--- src/rtl/core/integer_elementwise_alu_macros.svh ---
// ---------------------------------------------------------------------------
// Integer elementwise ALU assertion macros
// Shared concurrent assertion forms used by the ALU top level.
// ---------------------------------------------------------------------------
`ifndef INTEGER_ELEMENTWISE_ALU_MACROS_SVH
`define INTEGER_ELEMENTWISE_ALU_MACROS_SVH

// Same-cycle implication, ignored while in reset
`define IEA_ASSERT_NOW(label, ante, cons, msg) \
  label: assert property (@(posedge clk) disable iff (!rst_n) (ante) |-> (cons)) \
    else $error(msg);

// Next-cycle implication, checked also across reset
`define IEA_ASSERT_NEXT(label, ante, cons, msg) \
  label: assert property (@(posedge clk) (ante) |=> (cons)) else $error(msg);

`endif

--- src/rtl/core/iea_pkg.sv ---
// ---------------------------------------------------------------------------
// Integer elementwise ALU package
// Types, operation codes, register indexes and helper functions.
// ---------------------------------------------------------------------------
package iea_pkg;

  localparam int DataW = 64;
  localparam int WidthW = 7;

  // Operation codes
  localparam logic [2:0] OP_DIV  = 3'd0;
  localparam logic [2:0] OP_REM  = 3'd1;
  localparam logic [2:0] OP_SHL  = 3'd2;
  localparam logic [2:0] OP_SHR  = 3'd3;
  localparam logic [2:0] OP_SRA  = 3'd4;
  localparam logic [2:0] OP_POPC = 3'd5;
  localparam logic [2:0] OP_CLZ  = 3'd6;

  // Configuration register indexes
  localparam logic REG_LOGICAL_BITS = 1'b0;
  localparam logic REG_IS_SIGNED    = 1'b1;

  localparam logic [WidthW-1:0] LOGICAL_BITS_RST = 7'd32;

  // Side information travelling with each item through the divider chain
  typedef struct packed {
    logic [2:0]       func;
    logic             dz;
    logic             an;
    logic             bn;
    logic             sq;
    logic [DataW-1:0] ma;
    logic [DataW-1:0] mb;
    logic [DataW-1:0] alt;
    logic [DataW-1:0] mask;
  } iea_side_t;

  // One divider cell's contents: partial remainder, dividend/quotient word
  typedef struct packed {
    logic [DataW-1:0] rem;
    logic [DataW-1:0] dq;
    iea_side_t        side;
  } iea_stage_t;

  // Round the width request up to a supported width
  function automatic logic [WidthW-1:0] eff_width(input logic [WidthW-1:0] bits);
    logic [WidthW-1:0] w;
    if (bits <= 7'd2)       w = 7'd2;
    else if (bits <= 7'd4)  w = 7'd4;
    else if (bits <= 7'd8)  w = 7'd8;
    else if (bits <= 7'd16) w = 7'd16;
    else if (bits <= 7'd32) w = 7'd32;
    else                    w = 7'd64;
    return w;
  endfunction

  function automatic logic [DataW-1:0] width_mask(input logic [WidthW-1:0] w);
    logic [DataW-1:0] m;
    if (w >= 7'd64) m = '1;
    else            m = (64'd1 << w[5:0]) - 64'd1;
    return m;
  endfunction

endpackage

--- src/rtl/core/iea_finish.sv ---
// ---------------------------------------------------------------------------
// Integer elementwise ALU finish stages
// Signs quotient and remainder, selects the result and holds the output.
// ---------------------------------------------------------------------------
module iea_finish (
  input  logic                      clk,
  input  logic                      rst_n,
  input  logic                      en,
  input  logic                      valid_i,
  input  iea_pkg::iea_stage_t       stage_i,
  output logic                      out_valid,
  output logic [iea_pkg::DataW-1:0] out_result,
  output logic                      out_dz
);
  import iea_pkg::*;

  logic             f1_valid_r;
  logic [2:0]       f1_func_r;
  logic             f1_dz_r, f1_add_r;
  logic [DataW-1:0] f1_mask_r, f1_alt_r, f1_q_r, f1_t_r, f1_sa_r;
  logic             out_valid_r, out_dz_r;
  logic [DataW-1:0] out_result_r, rem, res_nxt;

  // First stage: signed quotient, magnitude product and signed dividend
  always_ff @(posedge clk) begin
    if (!rst_n) begin
      f1_valid_r <= 1'b0;
    end else if (en) begin
      f1_valid_r <= valid_i;
    end
    if (en) begin
      f1_func_r <= stage_i.side.func;
      f1_dz_r   <= stage_i.side.dz;
      f1_mask_r <= stage_i.side.mask;
      f1_alt_r  <= stage_i.side.alt;
      f1_q_r    <= stage_i.side.sq ? (64'd0 - stage_i.dq) : stage_i.dq;
      f1_t_r    <= stage_i.side.ma - stage_i.rem;
      f1_sa_r   <= stage_i.side.an ? (64'd0 - stage_i.side.ma) : stage_i.side.ma;
      f1_add_r  <= stage_i.side.sq ^ stage_i.side.bn;
    end
  end

  // Second stage: remainder as a minus q times b, pick the result
  always_comb begin
    rem = f1_add_r ? (f1_sa_r + f1_t_r) : (f1_sa_r - f1_t_r);
    if (f1_dz_r) begin
      res_nxt = '0;
    end else begin
      case (f1_func_r)
        OP_DIV:  res_nxt = f1_q_r;
        OP_REM:  res_nxt = rem;
        default: res_nxt = f1_alt_r;
      endcase
    end
  end

  always_ff @(posedge clk) begin
    if (!rst_n) begin
      out_valid_r <= 1'b0;
    end else if (en) begin
      out_valid_r <= f1_valid_r;
    end
    if (en) begin
      out_result_r <= res_nxt & f1_mask_r;
      out_dz_r     <= f1_dz_r;
    end
  end

  assign out_valid  = out_valid_r;
  assign out_result = out_result_r;
  assign out_dz     = out_dz_r;

endmodule

--- config.mk ---
export PLATFORM = sky130hd
export DESIGN_NAME = iea_finish
export DESIGN_NICKNAME = d
export VERILOG_FILES = /design/src/rtl/core/integer_elementwise_alu_macros.svh /design/src/rtl/core/iea_pkg.sv /design/src/rtl/core/iea_finish.sv
export SDC_FILE = /design/constraint.sdc
export NUM_CORES = 1
export LEC_CHECK = 0
export BUFFER_PORTS_ARGS = -buffer_cell sky130_fd_sc_hd__clkbuf_2
export CAP_MARGIN = 30
export CORE_ASPECT_RATIO = 1.5
export CORE_UTILIZATION = 30
export CTS_BUF_LIST = sky130_fd_sc_hd__clkbuf_4
export DETAILED_ROUTE_END_ITERATION = 16
export MAX_ROUTING_LAYER = met4
export PLACE_DENSITY = 0.59
export SLEW_MARGIN = 25
export SYNTH_ARGS = -nofsm -noshare
export SYNTH_HDL_FRONTEND = slang
export SYNTH_SLANG_ARGS = --single-unit
--- constraint.sdc ---
create_clock -name clk -period 13.1 [get_ports clk]
set_input_delay 0 -clock clk [delete_from_list [all_inputs] [get_ports clk]]
set_output_delay 0 -clock clk [all_outputs]
set_load 0.05 [all_outputs]
---- After elaboration in Yosys (flattened, before gate mapping) ----
Index checks and enable logic that the tools add are counted.
storage, ports and cells
  register bits ........................... 392
  input bits .............................. 395
  logic and storage cells ................. 26
operators by class
  bitwise operators ....................... 2
  multiplexer cells ....................... 5
  eq/ne operators ......................... 1
  add/subtract/negate cells ............... 5
  reduce and logical (&&, ||, !) cells .... 1
operator list
  kind                                                  count
  two-way mux 64 bit                                    4
  one-hot mux 64 bit (2 select lines)                   1
  subtractor 1 x 64 -> 64 bit (first input constant)    2
  subtractor 64 bit                                     2
  adder 64 bit                                          1
  bitwise AND 64 bit                                    1
  equality test 3 x 1 -> 1 bit (second input constant)  1
  zero test 3 bit                                       1
  bitwise XOR 1 bit                                     1

---- Depth between registers and ports, before layout ----
  depth after elaboration ................. 5
  gate-level depth with buffers ........... 22
  mapped depth without buffers ............ 22

---- Worst setup path before layout ----
No wires, ideal clock.
  kind .................................... reg-to-reg
  start point ............................. reg f1_t_r[10]
  end point ............................... reg out_result_r[58] (netlist: out_result[58]) (data pin)
  data required time ...................... 12.838 ns
  stages on the path, launching flop included .. 19
  library setup time ...................... 0.262 ns
  arrival time ............................ 4.705 ns
  buffers on the path ..................... 4
  period minus slack after synthesis ...... 4.967 ns
  setup slack ............................. 8.133 ns
  cells stage by stage .................... edfxtp_1 > or4_1 > or2_2 > nor4_1 > and4b_1 > clkbuf_1 > and2_1 > clkbuf_1 > a21oi_1 > xor2_1 > ha_1 > clkbuf_1 > and3_1 > clkbuf_1 > nand3_1 > or4_1 > o211ai_1 > mux2i_1 > o21ai_0
between the ends
  word-level cells in the longest chain between the ends .. 5
  elaborated cells on any way between the ends .. 6
  classes of those cells .................. add/sub: 2; mux: 3; bitwise: 1
RTL lines
  what                                               RTL line          text
  from (decl)                                        iea_finish.sv:20  logic [DataW-1:0] f1_mask_r, f1_alt_r, f1_q_r, f1_t_r, f1_sa_r;
  from (signal assigned)                             iea_finish.sv:37  f1_t_r <= stage_i.side.ma - stage_i.rem;
  subtractor 64 bit or adder 64 bit (tied branches)  iea_finish.sv:45  rem = f1_add_r ? (f1_sa_r + f1_t_r) : (f1_sa_r - f1_t_r);
  two-way mux 64 bit (*)                             iea_finish.sv:45
  one-hot mux 64 bit (2 select lines) (*)            iea_finish.sv:49  case (f1_func_r)
  two-way mux 64 bit (*)                             iea_finish.sv:46  if (f1_dz_r) begin
  bitwise AND 64 bit (*)                             iea_finish.sv:64  out_result_r <= res_nxt & f1_mask_r;
  to (signal assigned)                               iea_finish.sv:64
  to (decl)                                          iea_finish.sv:22  logic [DataW-1:0] out_result_r, rem, res_nxt;
Every way passes the cells marked *; elsewhere a longest branch is shown, timed or not.
A chain may end at the register's enable or synchronous reset.

---- Worst setup path in the final report ----
  start point ............................. reg f1_t_r[9]
  end point ............................... reg out_result_r[52] (netlist: out_result[52]) (data pin)
The elaborated chain is that of the path after synthesis.

==> run metrics <==
Avg Inst Size Synth 10.2 um^2; DRT met1 WL 37.9 mm; Hold WS 0.178 ns; layout cells sized above 1 between 10% and 20%; CTS tree done; cell area after synthesis between 20000 and 30000 um^2; WL final roughly 90 mm; CTS root buffer clkbuf_4; Post-synth top flop edfxtp_1; number of clock sinks between 300 and 400; Worst slew margin 36.6%; number of global-route vias before repair 24867; CP Class flip-flop to flip-flop; number of enable flip-flop cells after synthesis between 300 and 400; maximum clock rate 157 MHz; synthesis warning total 0; Via Count 24313; cells after synthesis 2488; fin crit share 48.7%; Hold Startpoint en; synth unique cells just under 80; Detailed Routing Iterations Pass 1 7; Clock transition at path regs 0.08 ns; setup TNS 0 ns; worst reg-to-reg setup slack 6.72 ns; hold path endpoint f1_mask_r[42]$_DFFE_PP_; unrepaired setup endpoints after global routing false; dpl cell area approximately 29000 um^2; final core occ 44.8%; Synth area leader edfxtp_1; #FFs+latches synth 392; Hold WC Path Type primary input to flip-flop; width of the die between 200 and 250 um; Placed Cells 3929; Cell Pwr Density 116 nW/um^2; vias per cell roughly 5.0; fin cells around 5000; post_cts resized 0; DR top layer met4; commonest non-fill, non-tap cell in the layout dlygate4sd3_1; Die Y 358 um; final setup violation count 0; Layout area overhead 47.7%; Fin. Hold Viols 0; gp weighted congestion 0.899; GRT Total Usage 21.1%; CP required between 10 and 15 ns; placed wire-length estimate 62.4 mm; measured slew at the worst slew-check pin 0.952 ns; R2R depth 17; Yosys top cell area share 46.1%; start of the worst register-to-register path f1_t_r[9]$_DFFE_PP_; largest net degree at the start of global routing 154; Die ar. 85900 um^2; worst skew pair latency 0.94 ns; reg-to-reg endpoint out_result[52]$_DFFE_PP_; multi-input gate area in the final layout around 13000 um^2; Top-Level Pins 461; commonest cells after routing, fill and taps aside dlygate4sd3_1, clkbuf_2, edfxtp_1; met2 WL 43.7 mm; syn nets 3030; Crit. End Element flip-flop; crit start category flip-flop; met3 wire len 4.37 mm; clock buffer depth 3; VDD IR max 0.0569 mV; final setup skew about 0.046 ns; Inserted Clock Buffers 93; H-Tree Depth 3; global-route congestion overflow total 0; Worst Hold Path Cells 2; number of I/O port buffers 396; leakage 15.3 nW; DRT antenna net count 0; Starting Density 30.3%; Fillers 7820; async set or reset register ratio after synthesis 0%; core box area 83800 um^2; num rows 130; DRC Markers 0; Max-cap violations 0; nets 4211; Seq/Total Area, Yosys a little under half; Critical Path AT 7.06 ns; DR WL/cell 18.5 um; first-pass GRT wire length 135 mm; design area 37500 um^2; outcome completed; Synth area leaders edfxtp_1, ha_1, xnor2_1; initial antenna violation count 23; DRT iter0 DRCs 1405; Seq. cell area approximately 12000 um^2; Final Critical Period 6.38 ns; Critical Path Fanout Max 9; Max Slew Vio Count 0
[final cells by class]
class,instances,share of cell area (%)
multi-input combinational,1877,34.2
sequential,392,31.3
timing repair buffer,1181,26.2
tap,1122,3.74
clock buffer,131,2.62
inverter,124,1.24
clock inverter,38,0.550
antenna,25,0.167
[sequential cells by signal (all words and copies together) (netlist names)]
register and cells:
f1_mask_r 64, f1_sa_r 64, f1_valid_r 1, f1_alt_r 64, f1_func_r 3, out_dz 1
f1_t_r 64, out_valid 1, out_result 64, f1_q_r 64, f1_dz_r 1, f1_add_r 1
[per-layer routing]
metal | global-route usage (%) | vias to the layer above
li1 | - | 11757
met1 | 24.0 | 11446
met2 | 35.6 | 859
met3 | 2.86 | 251
met4 | 11.8 | 0
met5 | - | -
[worst max-delay path, cell delays in order, from the launching register on]
cell and delay (ns):
edfxtp_1 0.46, or4_1 0.55, or3_1 0.39, nor3_1 0.64, nand2_1 0.12, nor2_1 0.38
nor2_1 0.10, xnor2_1 0.16, ha_1 0.45, nand3_1 0.14, nor2_1 0.26, nand4_1 0.22
a211oi_1 0.35, nor3b_1 0.17, o31ai_1 0.73, a21boi_0 0.25, xor2_1 0.26, a2111oi_0 0.52
[kinds of logic (layout without fill, tap and decap cells)]
family          count (synthesis)  in the layout  share of synthesized area, %
buf+inv                       219           1474                          3.24
flops                         392            392                          46.3
compound gates                688            688                          17.4
mux                            40             40                          1.59
xor+xnor                      296            296                          10.2
fa+ha+maj                     147            147                          7.30
other cells                     0             25                             0
simple gates                  706            706                          14.0
[stage by stage]
step | power, mW | worst slack (ns)
after CTS | 4.37 | 6.67
after global routing | 4.61 | 6.28
final | 4.36 | 6.72
after detailed placement | 3.08 | 6.67
after floorplan | 2.58 | 8.13
after global placement | 3.07 | 6.80
[worst max-delay path by stage]
stage                               startpoint  depth (start not counted)                        to  slack (ns)
after floorplan           f1_t_r[10]$_DFFE_PP_                         18  out_result[58]$_DFFE_PP_        8.13
after CTS                  f1_t_r[9]$_DFFE_PP_                         17  out_result[52]$_DFFE_PP_        6.67
after global placement    f1_t_r[10]$_DFFE_PP_                         17  out_result[52]$_DFFE_PP_        6.80
final                      f1_t_r[9]$_DFFE_PP_                         17  out_result[52]$_DFFE_PP_        6.72
after global routing       f1_t_r[9]$_DFFE_PP_                         17  out_result[52]$_DFFE_PP_        6.28
after detailed placement  f1_t_r[10]$_DFFE_PP_                         17  out_result[52]$_DFFE_PP_        6.67
[cells in the mapped netlist, types with 26 or more instances]
library cell  number
nor2_1           156
ha_1             145
xor2_1           105
edfxtp_1         390
and3_1            46
clkbuf_1          89
inv_1            124
o31ai_1           45
nand2_1          196
o211ai_1          27
nand3_1           36
a21oi_1          217
xnor2_1          191
or3_1             28
nor3_1            59
o21ai_0          144
nand4_1           42
o21bai_1          29
mux2i_1           37
a21o_1            65
nor4_1            26
[where the power goes]
part / switching (mW) / total, mW / internal (mW)
Sequential: 0.0659 / 1.60 / 1.54
Clock: 0.536 / 1.04 / 0.503
Combinational: 0.983 / 1.71 / 0.730
Total: 1.59 / 4.36 / 2.77
[timing repair]
item,in CTS,in global routing
hold endpoints to repair,542,0
setup buffers,0,0
hold buffers,767,0
Power figures use the tool's default switching activity.
