$ cat src/rtl/core/integer_elementwise_alu_macros.svh
// ---------------------------------------------------------------------------
// Integer elementwise ALU assertion macros
// Shared concurrent assertion forms used by the ALU top level.
// ---------------------------------------------------------------------------
`ifndef INTEGER_ELEMENTWISE_ALU_MACROS_SVH
`define INTEGER_ELEMENTWISE_ALU_MACROS_SVH

// Same-cycle implication, ignored while in reset
`define IEA_ASSERT_NOW(label, ante, cons, msg) \
  label: assert property (@(posedge clk) disable iff (!rst_n) (ante) |-> (cons)) \
    else $error(msg);

// Next-cycle implication, checked also across reset
`define IEA_ASSERT_NEXT(label, ante, cons, msg) \
  label: assert property (@(posedge clk) (ante) |=> (cons)) else $error(msg);

`endif

$ cat src/rtl/core/iea_pkg.sv
// ---------------------------------------------------------------------------
// Integer elementwise ALU package
// Types, operation codes, register indexes and helper functions.
// ---------------------------------------------------------------------------
package iea_pkg;

  localparam int DataW = 64;
  localparam int WidthW = 7;

  // Operation codes
  localparam logic [2:0] OP_DIV  = 3'd0;
  localparam logic [2:0] OP_REM  = 3'd1;
  localparam logic [2:0] OP_SHL  = 3'd2;
  localparam logic [2:0] OP_SHR  = 3'd3;
  localparam logic [2:0] OP_SRA  = 3'd4;
  localparam logic [2:0] OP_POPC = 3'd5;
  localparam logic [2:0] OP_CLZ  = 3'd6;

  // Configuration register indexes
  localparam logic REG_LOGICAL_BITS = 1'b0;
  localparam logic REG_IS_SIGNED    = 1'b1;

  localparam logic [WidthW-1:0] LOGICAL_BITS_RST = 7'd32;

  // Side information travelling with each item through the divider chain
  typedef struct packed {
    logic [2:0]       func;
    logic             dz;
    logic             an;
    logic             bn;
    logic             sq;
    logic [DataW-1:0] ma;
    logic [DataW-1:0] mb;
    logic [DataW-1:0] alt;
    logic [DataW-1:0] mask;
  } iea_side_t;

  // One divider cell's contents: partial remainder, dividend/quotient word
  typedef struct packed {
    logic [DataW-1:0] rem;
    logic [DataW-1:0] dq;
    iea_side_t        side;
  } iea_stage_t;

  // Round the width request up to a supported width
  function automatic logic [WidthW-1:0] eff_width(input logic [WidthW-1:0] bits);
    logic [WidthW-1:0] w;
    if (bits <= 7'd2)       w = 7'd2;
    else if (bits <= 7'd4)  w = 7'd4;
    else if (bits <= 7'd8)  w = 7'd8;
    else if (bits <= 7'd16) w = 7'd16;
    else if (bits <= 7'd32) w = 7'd32;
    else                    w = 7'd64;
    return w;
  endfunction

  function automatic logic [DataW-1:0] width_mask(input logic [WidthW-1:0] w);
    logic [DataW-1:0] m;
    if (w >= 7'd64) m = '1;
    else            m = (64'd1 << w[5:0]) - 64'd1;
    return m;
  endfunction

endpackage

$ cat src/rtl/core/iea_div_cell.sv
// ---------------------------------------------------------------------------
// Integer elementwise ALU divider cell
// One restoring division step; hands its item to the next cell.
// ---------------------------------------------------------------------------
module iea_div_cell (
  input  logic                clk,
  input  logic                rst_n,
  input  logic                en,
  input  logic                valid_i,
  input  iea_pkg::iea_stage_t stage_i,
  output logic                valid_o,
  output iea_pkg::iea_stage_t stage_o
);
  import iea_pkg::*;

  logic             valid_r;
  iea_stage_t       stage_r;
  iea_stage_t       stage_nxt;
  logic [DataW+1:0] diff;
  logic             ge;

  // Bring down the next dividend bit and try the subtraction
  always_comb begin
    diff = {1'b0, stage_i.rem, stage_i.dq[DataW-1]} - {2'b00, stage_i.side.mb};
    ge   = !diff[DataW+1];
    stage_nxt      = stage_i;
    stage_nxt.rem  = ge ? diff[DataW-1:0] : {stage_i.rem[DataW-2:0], stage_i.dq[DataW-1]};
    stage_nxt.dq   = {stage_i.dq[DataW-2:0], ge};
  end

  always_ff @(posedge clk) begin
    if (!rst_n) begin
      valid_r <= 1'b0;
    end else if (en) begin
      valid_r <= valid_i;
    end
    if (en) begin
      stage_r <= stage_nxt;
    end
  end

  assign valid_o = valid_r;
  assign stage_o = stage_r;

endmodule

$ cat config.mk
export PLATFORM = sky130hd
export DESIGN_NAME = iea_div_cell
export DESIGN_NICKNAME = d
export VERILOG_FILES = /design/src/rtl/core/integer_elementwise_alu_macros.svh /design/src/rtl/core/iea_pkg.sv /design/src/rtl/core/iea_div_cell.sv
export SDC_FILE = /design/constraint.sdc
export NUM_CORES = 1
export LEC_CHECK = 0
export ABC_CLOCK_PERIOD_IN_PS = 5000
export BUFFER_PORTS_ARGS = -buffer_cell sky130_fd_sc_hd__buf_4
export CAP_MARGIN = 40
export CORE_AREA = 2 2 303 305
export CTS_BUF_LIST = sky130_fd_sc_hd__clkbuf_8
export CTS_CLUSTER_DIAMETER = 60
export DETAILED_ROUTE_END_ITERATION = 8
export DIE_AREA = 0 0 305 307
export PLACE_DENSITY = 0.44
export SETUP_SLACK_MARGIN = 0.02
export SYNTH_ARGS = -nofsm -noshare
export SYNTH_HDL_FRONTEND = slang
export SYNTH_SLANG_ARGS = --single-unit
$ cat constraint.sdc
create_clock -name clk -period 5 [get_ports clk]
set_input_delay 0.5 -clock clk [delete_from_list [all_inputs] [get_ports clk]]
set_output_delay 0.5 -clock clk [all_outputs]
set_load 0.01 [all_outputs]
**Word-level counts from Yosys, hierarchy flattened**

Index checks and enable logic that the tools add are counted.

- Bits in registers: 392
- Bits of input ports: 395
- Output and inout bits: 392
- Logic and storage cells: 15

- Add/subtract/negate cells: 1
- Muxes and demuxes: 1
- Reductions and logical operators: 1

Operator list:

| cell | number |
|---|---|
| subtractor 65 x 64 -> 66 bit | 1 |
| two-way mux 64 bit | 1 |
| logical NOT 1 bit | 1 |

**Logic depth before layout (Yosys ltp)**

Gate-level depths: netlist of run 1.

- Word-level depth: 2
- Depth in mapped cells: 14
- Mapped depth without buffers: 14

**Worst setup path before layout of run 1**

OpenSTA, ideal clock, no wires.

- Path kind: input -> register
- Start point: in stage_i[326] (netlist bit)
- End point: reg stage_r, in the netlist stage_o[383], data pin
- Library setup time: 256 ps
- Data arrival time: 3221 ps
- Data required time: 4744 ps
- Path slack: 1523 ps
- Stages: 14
- Path buffers: 0
- Path through: inv_1 > ha_1 > inv_1 > fa_1 > a21o_1 > a31oi_1 > o22ai_1 > o2111ai_1 > a211oi_1 > nor3_1 > nor2_1 > a41o_1 > or4_1 > a41o_1

RTL lines:

| item | RTL line | source |
|---|---|---|
| start: declaration | iea_div_cell.sv:10 | `input iea_pkg::iea_stage_t stage_i,` |
| end signal: assignment | iea_div_cell.sv:38 | `stage_r <= stage_nxt;` |
| end: declaration | iea_div_cell.sv:17 | `iea_stage_t stage_r;` |

==> results by group, run 1 <==
Setup path
  – Worst path top cell family by delay: simple AND/OR/NAND/NOR gates
  – CP endpoint kind: flip-flop
  – CP required: ~5.5 ns
  – WS Path Type: in2reg
  – Max FO, Critical Path: 7
  – Bufs and invs on worst path: 4
  – Worst setup SP type: input pin
  – Slowest-stage cell, CP: o41ai_1
  – Crit path cell chain: dlygate4sd3_1 > buf_4 > inv_1 > ha_1 > nand4_1 > nor4_1 > inv_1 > a211oi_1 > nor4_1 > or3_1 > o41ai_1 > a221oi_1 > xnor2_1 > mux2_1
  – Slowest Stage Delay on Critical Path: between 0.5 and 0.6 ns
  – Crit path DAT: around 4.7 ns

Place
  – DPL Wire Length: approximately 65000 um
  – Number of port buffers: just under 800
  – GP Congestion: ~0.85

Timing
  – Slew margin rel.: around two fifths
  – Period utilization: ~85%
  – Actual slew at the worst max-slew pin: just over 0.9 ns
  – Fin. Hold Viols: 0
  – Setup TNS: 0 ns
  – RSZ-0062 raised after global routing: false
  – FMAX: between 0.2 and 0.25 GHz
  – Final Setup Violations: 0
  – Final Slew Violations: 0
  – Tmin final: 4.266 ns
  – Clock skew: 0 ns

Drt
  – Initial DRC Count: between 800 and 900
  – DRC viols: 0
  – WL per Instance: around 23 um
  – Vias per cell: just over 4
  – WL final: 81830 um
  – Final ANT Viol Nets: 0
  – Router iterations before antenna repair: 5
  – Via count: between 10000 and 15000

Outcome
  – Outcome: completed

Clock network
  – Max H-tree Level: 3
  – Clock Latency Late Sink: slightly below 0.7 ns
  – CTS tree: yes
  – CTS sink count: 392
  – Root Driver: clkbuf_8
  – Post-CTS sizing: 0
  – Deepest clock path buffer count: 3
  – Total CTS buffers: 80
  – Reg clk slew, reported paths: 0.06 ns
  – Setup Buffers After CTS: 0

Yosys
  – Post-synth EDFFs: around 400
  – Library cells used by synthesis: 65
  – Synth Register Bits: between 300 and 400
  – Yosys warns: 0
  – Synth Flop Type: edfxtp_1
  – Ys async rst share: 0%
  – Syn Inst Count: about 1100
  – Syn_nets: between 1500 and 2000
  – Avg Inst Size Synth: ~15 um2
  – Syn Std Cell Area: between 15000 and 20000 um2
  – Post-synthesis sequential area ratio: between 70% and 80%

Power and ir drop
  – Pwr/cell area: roughly 340 nW/um2
  – Cell-internal power: a little under 0.007 W
  – Psw: roughly 0.0027 W
  – Clock power frac: roughly 37%
  – Flop pwr share: between 40% and 50%
  – Peak supply drop: 0.1861 mV
  – Pleak: roughly 12 nW
  – Logic pwr share: 20.8%
  – Power, Total: slightly below 0.01 W
  – Sw frac: 28.03%

Hold path
  – Hold Path Class: in2reg

Cells and area
  – # nets final: around 2800
  – Share of layout cells above drive strength 1: 38.92%
  – Syn-to-layout area delta: 75.73%

Floorplanning
  – Top-level port count: 787
  – Starting Density: roughly 18%
  – Vert. Die Dim: 307 um
  – Num rows: between 100 and 150
  – Die area: around 94000 um2
  – Die width: a little over 300 um
  – Placeable Area: approximately 91000 um2

Global route
  – Initial antenna violation count: 41
  – Total track usage: 16.76%
  – Total grt overflow: 0
  – Number of global-route vias before repair: between 10000 and 15000
  – Largest net degree at the start of global routing: 107
  – First-pass GRT wire length: about 110000 um

Flow run
  – Max cap viols: 0
==> cell usage after synthesis, types with 4 or more instances <==
cell      number  area share [%]
o21bai_1      14            0.64
nor2_1        91             2.1
a31oi_1        7            0.27
a211oi_1       7            0.32
xor2_1        21             1.1
nand3_1       13            0.40
nand2b_1       4            0.15
buf_2         13            0.40
nand2_1       66             1.5
nor3_1         5            0.15
o21a_1         7            0.32
o211ai_1       4            0.18
o21ai_0       27            0.83
nor2b_1        6            0.23
mux2_1        11            0.76
xnor2_1       36             1.9
or3_1          4            0.15
edfxtp_1     391              72
ha_1          64             4.9
inv_1         86             2.0
clkbuf_1       8            0.18
a21oi_1      130             4.0
a41o_1         5            0.31
o221ai_1       4            0.21
and3_1         4            0.15
a21o_1        22             1.0
nand4_1       12            0.46
==> cell usage in the layout, fill, tap and decap left out, types with 3 or more instances in the layout <==
master,Yosys,layout
buf_4,2,789
edfxtp_1,391,391
dlygate4sd3_1,0,330
a21oi_1,130,130
inv_1,86,105
nor2_1,91,91
clkbuf_8,0,80
nand2_1,66,66
ha_1,64,64
xnor2_1,36,36
o21ai_0,27,27
a21o_1,22,22
xor2_1,21,21
o21bai_1,14,14
clkinv_1,0,14
nand3_1,13,13
nand4_1,12,12
mux2_1,11,11
bufinv_16,0,9
diode_2,0,8
o21a_1,7,7
a31oi_1,7,7
a211oi_1,7,7
nor2b_1,6,6
clkinvlp_4,0,6
clkinv_2,0,6
nor3_1,5,5
a41o_1,5,5
and3_1,4,4
nand2b_1,4,4
o211ai_1,4,4
o221ai_1,4,4
or3_1,4,4
buf_12,0,4
nor4_1,3,3
o21ai_1,3,3
a221o_1,3,3
and2_1,3,3
or2_2,3,3
o31a_1,3,3
==> what timing repair did <==
item / 4_1_cts / 5_1_grt
endpoints found under the setup margin: 0 / 0
hold buffers: 330 / 0
endpoints found under the hold margin: 329 / 0
==> area by class of cell <==
type | instances | area (um2)
Fill cell | 9225 | 62000
Timing Repair Buffer | 1125 | 9326
Inverter | 86 | 322.8
Antenna cell | 8 | 20.02
Tap cell | 1186 | 1484
Clock inverter | 60 | 541.8
Clock buffer | 80 | 1101
Multi-Input combinational cell | 621 | 4131
Sequential cell | 392 | 11760
==> metrics by stage <==
step	hold WS, ns	instance area (um2)	util [%]	cells	setup slack, ns
3_5_place_dp	0.5217	23720	26.16	3080	0.6068
2_1_floorplan	0.5383	16330	-	1122	1.523
6_report	0.1118	28690	31.63	3558	0.7341
4_1_cts	0.002567	28670	31.61	3550	0.8507
3_3_place_gp	0.5142	23720	26.15	3079	0.6896
5_1_grt	0.03709	28670	31.62	3552	0.5323
==> flip-flops by register name, summed over array words and instances (netlist names) <==
signal,flops
stage_o,391
valid_o,1
==> metal layers <==
metal | vias to the layer above | GRT usage (%) | wire [um]
met5 | - | 0 | 261
met4 | 42 | 7.080 | 3050
met3 | 165 | 8.649 | 9687
met2 | 634 | 27.01 | 38090
met1 | 6935 | 18.54 | 30740
li1 | 6601 | - | -
==> worst paths after layout <==
check	start	endpoint	slack, ns	cells past startpoint
hold / removal	stage_i[158]	stage_o[158]$_DFFE_PP_	0.11	1
setup reg to reg	valid_o$_SDFFE_PN0P_	valid_o$_SDFFE_PN0P_	3.86	3
hold reg to reg	valid_o$_SDFFE_PN0P_	valid_o$_SDFFE_PN0P_	1.07	3
setup / recovery	stage_i[149]	stage_o[374]$_DFFE_PP_	0.73	14
==> kinds of logic (layout without fill, tap and decap cells) <==
kind of cell             Yosys count  in the layout  synth area share [%]
buffers and inverters            109           1351                 2.652
AO/OA/AOI/OAI                    266            266                 10.41
XOR/XNOR                          57             57                 3.058
adder cells (fa/ha/maj)           65             65                 5.028
multiplexers                      12             12                0.8201
AND/OR/NAND/NOR                  221            221                 5.993
flip-flops                       392            392                 72.04
other                              0              8                     0
==> power by group through the flow <==
stage | sequential (W) | clock [W] | combinational, W
2_1_floorplan | 0.00429 | 0 | 0.000519
3_3_place_gp | 0.00414 | 0 | 0.00179
3_5_place_dp | 0.00414 | 0 | 0.00180
4_1_cts | 0.00408 | 0.00372 | 0.00204
5_1_grt | 0.00411 | 0.00384 | 0.00215
6_report | 0.00408 | 0.00357 | 0.00200
(Power assumes the default switching activity.)
==> run 2, diff against run 1 <==
- CORE_AREA: 2 2 303 305 -> 2 2 305 307
- DIE_AREA: 0 0 305 307 -> 0 0 307 309
==> results by group, run 2 (synthesis results as in run 1) <==
Power and ir drop
  – Pleak: 12.06 nW (was 12.12 nW)
  – Peak supply drop: 0.1716 mV (was 0.1861 mV)
  – Pwr/cell area: 326.7 nW/um2 (was 336.2 nW/um2)

Floorplanning
  – Vert. Die Dim: 309 um (was 307 um)
  – Die width: 307 um (was 305 um)
  – Placeable Area: 91390 um2 (was 90690 um2)
  – Num rows: 111 (unchanged)
  – Die area: 94860 um2 (was 93640 um2)
  – Starting Density: 17.86% (was 18.00%)
  – Top-level port count: 787 (unchanged)

Timing
  – Actual slew at the worst max-slew pin: 1.025 ns (was 0.9236 ns)
  – Final Slew Violations: 0 (unchanged)
  – Fin. Hold Viols: 0 (unchanged)
  – Final Setup Violations: 0 (unchanged)
  – Period utilization: 84.21% (was 85.32%)
  – FMAX: 0.2375 GHz (was 0.2344 GHz)
  – Setup TNS: 0 ns (unchanged)
  – RSZ-0062 raised after global routing: false (unchanged)
  – Final hold slack: 0.1158 ns (was 0.1118 ns)
  – Tmin final: 4.211 ns (was 4.266 ns)
  – Clock skew: 0 ns (unchanged)
  – Slew margin rel.: 31.68% (was 38.43%)

Place
  – GP Congestion: 0.8177 (was 0.8511)
  – DPL Wire Length: 66210 um (was 64900 um)
  – Dpl cells: 3081 (was 3080)
  – Area after DPL: 23740 um2 (was 23720 um2)
  – Number of port buffers: 786 (unchanged)

Clock network
  – Setup Buffers After CTS: 0 (unchanged)
  – Root Driver: clkbuf_8 (unchanged)
  – Max H-tree Level: 3 (unchanged)
  – Clock Latency Late Sink: 0.69 ns (about the same)
  – Hold Buf Count CTS: 330 (unchanged)
  – Total CTS buffers: 81 (was 80)
  – Post-CTS sizing: 0 (unchanged)
  – CTS sink count: 392 (unchanged)
  – CTS tree: yes (unchanged)
  – Reg clk slew, reported paths: 0.06 ns (about the same)
  – Deepest clock path buffer count: 3 (unchanged)

Setup path
  – WS Path Type: in2reg (unchanged)
  – Worst setup SP type: input pin (unchanged)
  – CP required: 5.43 ns (was 5.45 ns)
  – Worst reg2reg startpoint: valid_o$_SDFFE_PN0P_ (unchanged)
  – Crit path DAT: 4.64 ns (was 4.71 ns)
  – Worst r2r dst: valid_o$_SDFFE_PN0P_ (unchanged)
  – CP endpoint kind: flip-flop (unchanged)
  – Reg2Reg Depth: 3 (unchanged)
  – R2R setup slack: 3.80 ns (was 3.86 ns)
  – Max FO, Critical Path: 7 (unchanged)

Cells and area
  – # nets final: 2768 (was 2766)
  – Commonest non-fill, non-tap cell in the layout: buf_4 (unchanged)
  – Number of fill cells in the layout: 9276 (was 9225)
  – Syn-to-layout area delta: 75.05% (was 75.73%)
  – Layout Utilization: 31.27% (was 31.63%)
  – Largest register FFs: 391 (unchanged)
  – FF+latch area: 11760 um2 (unchanged)
  – Share of layout cells above drive strength 1: 38.90% (was 38.92%)
  – Most frequent cells in the layout: buf_4 (789), edfxtp_1 (391), dlygate4sd3_1 (330) (unchanged)
  – Design area: 28580 um2 (was 28690 um2)
  – Final non-filler cell total: 3565 (was 3558)
  – Multi-input gate area: 4131 um2 (unchanged)

Outcome
  – Outcome: completed (unchanged)

Drt
  – Vias per cell: 4.035 (was 4.041)
  – DRC viols: 0 (unchanged)
  – WL final: 83940 um (was 81830 um)
  – Via count: 14380 (about the same)
  – Initial DRC Count: 1012 (was 862)
  – Router iterations before antenna repair: 5 (unchanged)
  – WL per Instance: 23.54 um (was 23.00 um)
  – Final ANT Viol Nets: 0 (unchanged)

Global route
  – Number of global-route vias before repair: 15100 (was 14990)
  – Initial antenna violation count: 36 (was 41)
  – First-pass GRT wire length: 112600 um (was 111300 um)
  – Total grt overflow: 0 (unchanged)
  – Largest net degree at the start of global routing: 117 (was 107)
  – Total track usage: 16.87% (was 16.76%)

Hold path
  – Hold depth: 2 (was 1)
  – Hold_sp: stage_i[379] (was stage_i[158])
  – Hold Path Class: in2reg (unchanged)
  – WHS Endpoint: stage_o[380]$_DFFE_PP_ (was stage_o[158]$_DFFE_PP_)

Flow run
  – Max cap viols: 0 (unchanged)
-- run 2: cell types whose count changed in the layout (fill, tap and decap cells not counted), moves of 2 or more --
cell	delta
clkbuf_8	+4
clkinv_1	+3
inv_1	-2
clkinv_2	+3
bufinv_16	-7
diode_2	+6
-- run 2: critical path, stage by stage --
cell and delay (ns):
dlygate4sd3_1 0.53, buf_4 0.10, inv_1 0.03, ha_1 0.43
nand4_1 0.26, nor4_1 0.48, inv_1 0.08, a211oi_1 0.33
nor4_1 0.14, or3_1 0.48, o41ai_1 0.62, a221oi_1 0.19
xnor2_1 0.17, mux2_1 0.29
-- run 2: report_power, final --
group / switching, W / total, W / internal, W
Clock: 0.00155 / 0.00323 / 0.00167
Sequential: 0.000108 / 0.00409 / 0.00398
Combinational: 0.00103 / 0.00202 / 0.000983
-- run 2: cell type report --
type                       count  area share, %
tap                         1186          5.193
multi-input combinational    621          14.46
antenna                       14         0.1226
timing repair buffer        1126          32.71
inverter                      86          1.130
sequential                   392          41.16
clock inverter                56          1.191
clock buffer                  84          4.046
-- run 2: per-stage QoR --
stage / setup slack [ns] / total power [W]
after floorplan: 1.523 / 0.004811
after global placement: 0.6821 / 0.005954
after detailed placement: 0.6347 / 0.005951
after CTS: 0.9099 / 0.009537
after global routing: 0.6196 / 0.009803
final: 0.7895 / 0.009336
-- run 2: metal layers --
layer / GRT usage (%) / share of wire (%) / vias to the layer above
met5: 0 / 0.21 / -
met4: 8.622 / 5.2 / 28
met3: 7.625 / 9.8 / 172
met2: 27.22 / 47 / 648
met1: 18.78 / 38 / 6926
li1: - / - / 6609
-- run 2: worst max-delay path by stage --
stage / startpoint / to / depth (start not counted)
5_1_grt: stage_i[149] / stage_o[374]$_DFFE_PP_ / 14
3_3_place_gp: stage_i[326] / stage_o[383]$_DFFE_PP_ / 15
2_1_floorplan: stage_i[326] / stage_o[383]$_DFFE_PP_ / 14
4_1_cts: stage_i[149] / stage_o[374]$_DFFE_PP_ / 14
6_report: stage_i[149] / stage_o[374]$_DFFE_PP_ / 14
3_5_place_dp: stage_i[347] / stage_o[374]$_DFFE_PP_ / 12
